### src/sv/sacn_pkg.sv
// ----------------------------------------------------------------------------
// sacn_pkg
// Shared types, geometry constants and codes for the set-associative
// tag cache with not-recently-used replacement.
// ----------------------------------------------------------------------------
package sacn_pkg;

  // geometry
  localparam int MAX_SETS  = 256;
  localparam int MAX_WAYS  = 8;
  localparam int ADDR_BITS = 48;
  localparam int TAG_BITS  = 40;
  localparam int CNT_BITS  = 40;
  localparam int SET_BITS  = $clog2(MAX_SETS);
  localparam int WAY_BITS  = $clog2(MAX_WAYS);

  // configuration port
  localparam int CFG_BITS     = 4;
  localparam int CFG_IDX_BITS = 2;

  // clamp limits for the geometry registers
  localparam int MIN_OFFSET = 6;
  localparam int MIN_INDEX  = 2;

  typedef logic [ADDR_BITS-1:0]    addr_t;
  typedef logic [TAG_BITS-1:0]     tag_t;
  typedef logic [SET_BITS-1:0]     set_t;
  typedef logic [WAY_BITS-1:0]     way_t;
  typedef logic [WAY_BITS:0]       way_cnt_t;
  typedef logic [CNT_BITS-1:0]     cnt_t;
  typedef logic [1:0]              kind_t;
  typedef logic [7:0]              byte_t;
  typedef logic [CFG_BITS-1:0]     cfg_data_t;
  typedef logic [CFG_IDX_BITS-1:0] cfg_idx_t;

  // register indexes
  localparam cfg_idx_t REG_OFFSET_BITS = 2'd0;
  localparam cfg_idx_t REG_INDEX_BITS  = 2'd1;
  localparam cfg_idx_t REG_WAYS_USED   = 2'd2;

  // access kinds
  localparam kind_t HOST_RD = 2'd0;
  localparam kind_t HOST_WR = 2'd1;

  // reset values of the geometry registers
  localparam cfg_data_t RST_OFFSET_BITS = 4'd6;
  localparam cfg_data_t RST_INDEX_BITS  = 4'd8;
  localparam cfg_data_t RST_WAYS_USED   = 4'd8;

  // one set as held in the row memory
  typedef struct packed {
    tag_t [MAX_WAYS-1:0] tags;
    logic [MAX_WAYS-1:0] valid;
    logic [MAX_WAYS-1:0] refb;
  } set_row_t;

  // lookup outcome handed back to the control
  typedef struct packed {
    logic hit;
    way_t way;
  } lookup_t;

endpackage

### src/sv/sacn_lookup.sv
// ----------------------------------------------------------------------------
// sacn_lookup
// Tag match and victim choice over one set row; produces the row to write
// back with updated tags, valid and reference bits.
// ----------------------------------------------------------------------------
module sacn_lookup (
  input  sacn_pkg::set_row_t row,
  input  sacn_pkg::tag_t     tag,
  input  sacn_pkg::way_cnt_t nways,
  output sacn_pkg::lookup_t  res,
  output sacn_pkg::set_row_t new_row
);
  import sacn_pkg::*;

  logic [MAX_WAYS-1:0] in_use;
  logic [MAX_WAYS-1:0] hit_vec;
  logic [MAX_WAYS-1:0] inv_vec;
  logic [MAX_WAYS-1:0] nref_vec;
  way_t                hit_way;
  way_t                inv_way;
  way_t                nref_way;
  way_t                vic_way;
  logic                any_hit;
  logic                any_inv;
  logic                any_nref;

  // lowest set bit of a way vector
  function automatic way_t first_way(input logic [MAX_WAYS-1:0] vec);
    way_t r;
    r = '0;
    for (int w = MAX_WAYS - 1; w >= 0; w--) begin
      if (vec[w]) r = way_t'(w);
    end
    return r;
  endfunction

  // per-way candidates
  always_comb begin
    for (int w = 0; w < MAX_WAYS; w++) begin
      in_use[w]   = way_cnt_t'(w) < nways;
      hit_vec[w]  = in_use[w] && row.valid[w] && (row.tags[w] == tag);
      inv_vec[w]  = in_use[w] && !row.valid[w];
      nref_vec[w] = in_use[w] && !row.refb[w];
    end
  end

  assign any_hit  = |hit_vec;
  assign any_inv  = |inv_vec;
  assign any_nref = |nref_vec;
  assign hit_way  = first_way(hit_vec);
  assign inv_way  = first_way(inv_vec);
  assign nref_way = first_way(nref_vec);

  // victim: first free way, else first unreferenced way, else way 0
  always_comb begin
    priority if (any_inv) begin
      vic_way = inv_way;
    end else if (any_nref) begin
      vic_way = nref_way;
    end else begin
      vic_way = '0;
    end
  end

  assign res.hit = any_hit;
  assign res.way = any_hit ? hit_way : vic_way;

  // updated row
  always_comb begin
    new_row = row;
    if (any_hit) begin
      new_row.refb[hit_way] = 1'b1;
    end else begin
      if (!any_inv && !any_nref) begin
        for (int w = 0; w < MAX_WAYS; w++) begin
          if (in_use[w]) new_row.refb[w] = 1'b0;
        end
      end
      new_row.tags[vic_way]  = tag;
      new_row.valid[vic_way] = 1'b1;
      new_row.refb[vic_way]  = 1'b1;
    end
  end

endmodule

### config.mk
export PLATFORM = sky130hd
export DESIGN_NAME = sacn_lookup
export DESIGN_NICKNAME = d
export VERILOG_FILES = /design/src/sv/sacn_pkg.sv /design/src/sv/sacn_lookup.sv
export SDC_FILE = /design/constraint.sdc
export NUM_CORES = 1
export LEC_CHECK = 0
export BUFFER_PORTS_ARGS = -buffer_cell sky130_fd_sc_hd__buf_4
export CORE_AREA = 2 2 278 280
export DETAILED_ROUTE_END_ITERATION = 16
export DIE_AREA = 0 0 280 282
export PLACE_DENSITY = 0.32
export SKIP_LAST_GASP = 1
export SLEW_MARGIN = 20
export SYNTH_ARGS = -nofsm -noshare
export SYNTH_HDL_FRONTEND = slang
export SYNTH_SLANG_ARGS = --single-unit
### constraint.sdc
create_clock -name vclk -period 5.5
set_input_delay 0.275 -clock vclk [all_inputs]
set_output_delay 0.275 -clock vclk [all_outputs]
set_load 0.01 [all_outputs]
==> metrics.yaml <==
critical_path_class: "in2out"
cp.arrival_ns: 4.16
final_max_slew_viol_count: 0
synth.avg_cell_area_sq_um: 8.43
max_freq_mhz: 225
grt_use_total: 0.228
placedInstanceArea_sq_mm: 0.0164
grt_overflow_total: 0
stdcell_area_sq_mm: 0.0165
layout_min_cycle_time_ns: 4.44
row_count: 101
status: "complete, no violations"
drc: 0
drive_above_1_share: 0.589
final_cell_mix: "buf_4, xnor2_1, mux2_2"
yosys_warnings: 0
maxCapViolCount: 0
endpoint_kind: "primary output"
core-area_sq_mm: 0.0757
startpoint_type: "input port"
timing.final.crit_share: 0.806
seq_cell_count: 0
finalWirelength_microns: 95700
antenna_found_initial: 8
io_pins: 720
tightest_slew_ns: 0.801
hold_viol_final: 0
hp-class: "in2out"
whs_ns: 0.874
crit_path_max_fanout: 26
fillers: 8547
area_delta_synth_final_pct: 60.3
syn_nets: 1598
die_area_sq_mm: 0.0790
initial_core_util: 0.136
portBuffers: 720
regArea_sq_um: 0
cp_cell_sequence: "buf_4 > xnor2_1 > nand4_1 > nor4_1 > nand3_1 > nand4_1 > or2_1 > or4b_2 > buf_12 > mux2_1 > buf_4"
die_w_microns: 280
cts_setup_buffers: 0
rsz0062_at_grt: "false"
crit_family: "simple AND/OR/NAND/NOR gates"
layout.nets: 2220
mostFrequentLayoutCell: "buf_4"
clkbuf_count: 0
drtIter0Drc: 896
grt_pass1_vias: 13706
multiInputGateArea_sq_mm: 0.00950
yosysSeqAreaShare: 0
setup_viol: 0
wl_per_cell_microns: 33.9
cp.required_ns: 5.22
die_h_microns: 282
postSynthCellCount: 1218
grt_max_degree: 43
setup-tns-final_ns: 0
viasPerCell: 4.62
vias: 13033
cts_resized: 0
critPathBufInv: 3
hpwlAfterDp_microns: 76300
postCtsHoldBufs: 0
routabilityCongestion: 0.843
grt_pass1_wl_microns: 123000
slowest_stage: "or4b_2"
synth.distinct_cells: 67
synth_area_sq_mm: 0.0103
critPathMaxStageDelay_ns: 0.94
ant_nets: 0
maxSlewHeadroom: 0.459
dr.pass1.iters: 5
## cell usage after synthesis, types with 2 or more instances
cell / number / area [sq um]
xnor2_1: 297 / 2600
mux2_2: 203 / 2290
nand4_1: 140 / 876
mux2_4: 106 / 1590
buf_2: 104 / 521
nand2_1: 40 / 150
nor4_1: 36 / 225
nand2b_1: 32 / 200
nand3_1: 27 / 135
nor2_1: 24 / 90.1
nor3_1: 18 / 90.1
inv_1: 16 / 60.1
buf_6: 15 / 169
a21oi_1: 12 / 60.1
xor2_1: 11 / 96.3
mux2_1: 10 / 113
nor4b_1: 9 / 78.8
or2_2: 8 / 50.1
o2111ai_1: 7 / 61.3
and4_1: 6 / 52.6
clkbuf_1: 6 / 22.5
nor2b_1: 6 / 37.5
o21ai_0: 6 / 30.0
o31ai_1: 5 / 37.5
or3_1: 5 / 31.3
nand3b_1: 4 / 30.0
o31a_1: 4 / 35.0
or4_1: 4 / 30.0
and4b_1: 3 / 30.0
o211ai_1: 3 / 22.5
o22ai_1: 3 / 18.8
or2_1: 3 / 18.8
a211o_1: 2 / 17.5
a22oi_1: 2 / 15.0
a31oi_1: 2 / 12.5
a41oi_1: 2 / 17.5
and3_1: 2 / 12.5
buf_1: 2 / 7.51
nand4b_1: 2 / 17.5
nor4b_2: 2 / 30.0
o22a_1: 2 / 17.5
o311ai_0: 2 / 17.5
## routing by layer
layer | wire length, microns | vias up | track usage
met4 | 2040 | 2 | 0.0459
met5 | 11 | - | 0
met3 | 4860 | 78 | 0.0288
met2 | 47400 | 679 | 0.407
li1 | - | 5714 | -
met1 | 41400 | 6560 | 0.293
## worst paths after layout
path,startpoint,to,slack (ns),depth (start not counted)
worst min-delay path,row[171],new_row[171],0.87,3
worst max-delay path,tag[8],new_row[172],1.06,11
## kinds of logic (layout without fill, tap and decap cells)
group / after synthesis / count (layout) / synth area share
AO/OA/AOI/OAI: 65 / 65 / 0.0474
XOR/XNOR: 308 / 308 / 0.263
AND/OR/NAND/NOR: 380 / 380 / 0.223
other: 0 / 4 / 0
multiplexers: 320 / 320 / 0.390
buffers and inverters: 145 / 765 / 0.0771
## area by class of cell
| cell class | instances | area share |
|---|---|---|
| repair buffers | 749 | 0.344 |
| diodes | 4 | 0.000608 |
| inverters | 16 | 0.00365 |
| well taps | 978 | 0.0744 |
| multi-input cells | 1073 | 0.577 |
## per-stage QoR
step,utilization,cells,setup slack [ns]
5_1_grt,0.217,2816,0.927
2_1_floorplan,-,1218,2.46
3_3_place_gp,0.217,2816,0.960
3_5_place_dp,0.217,2816,1.01
4_1_cts,0.217,2816,1.02
6_report,0.217,2820,1.06
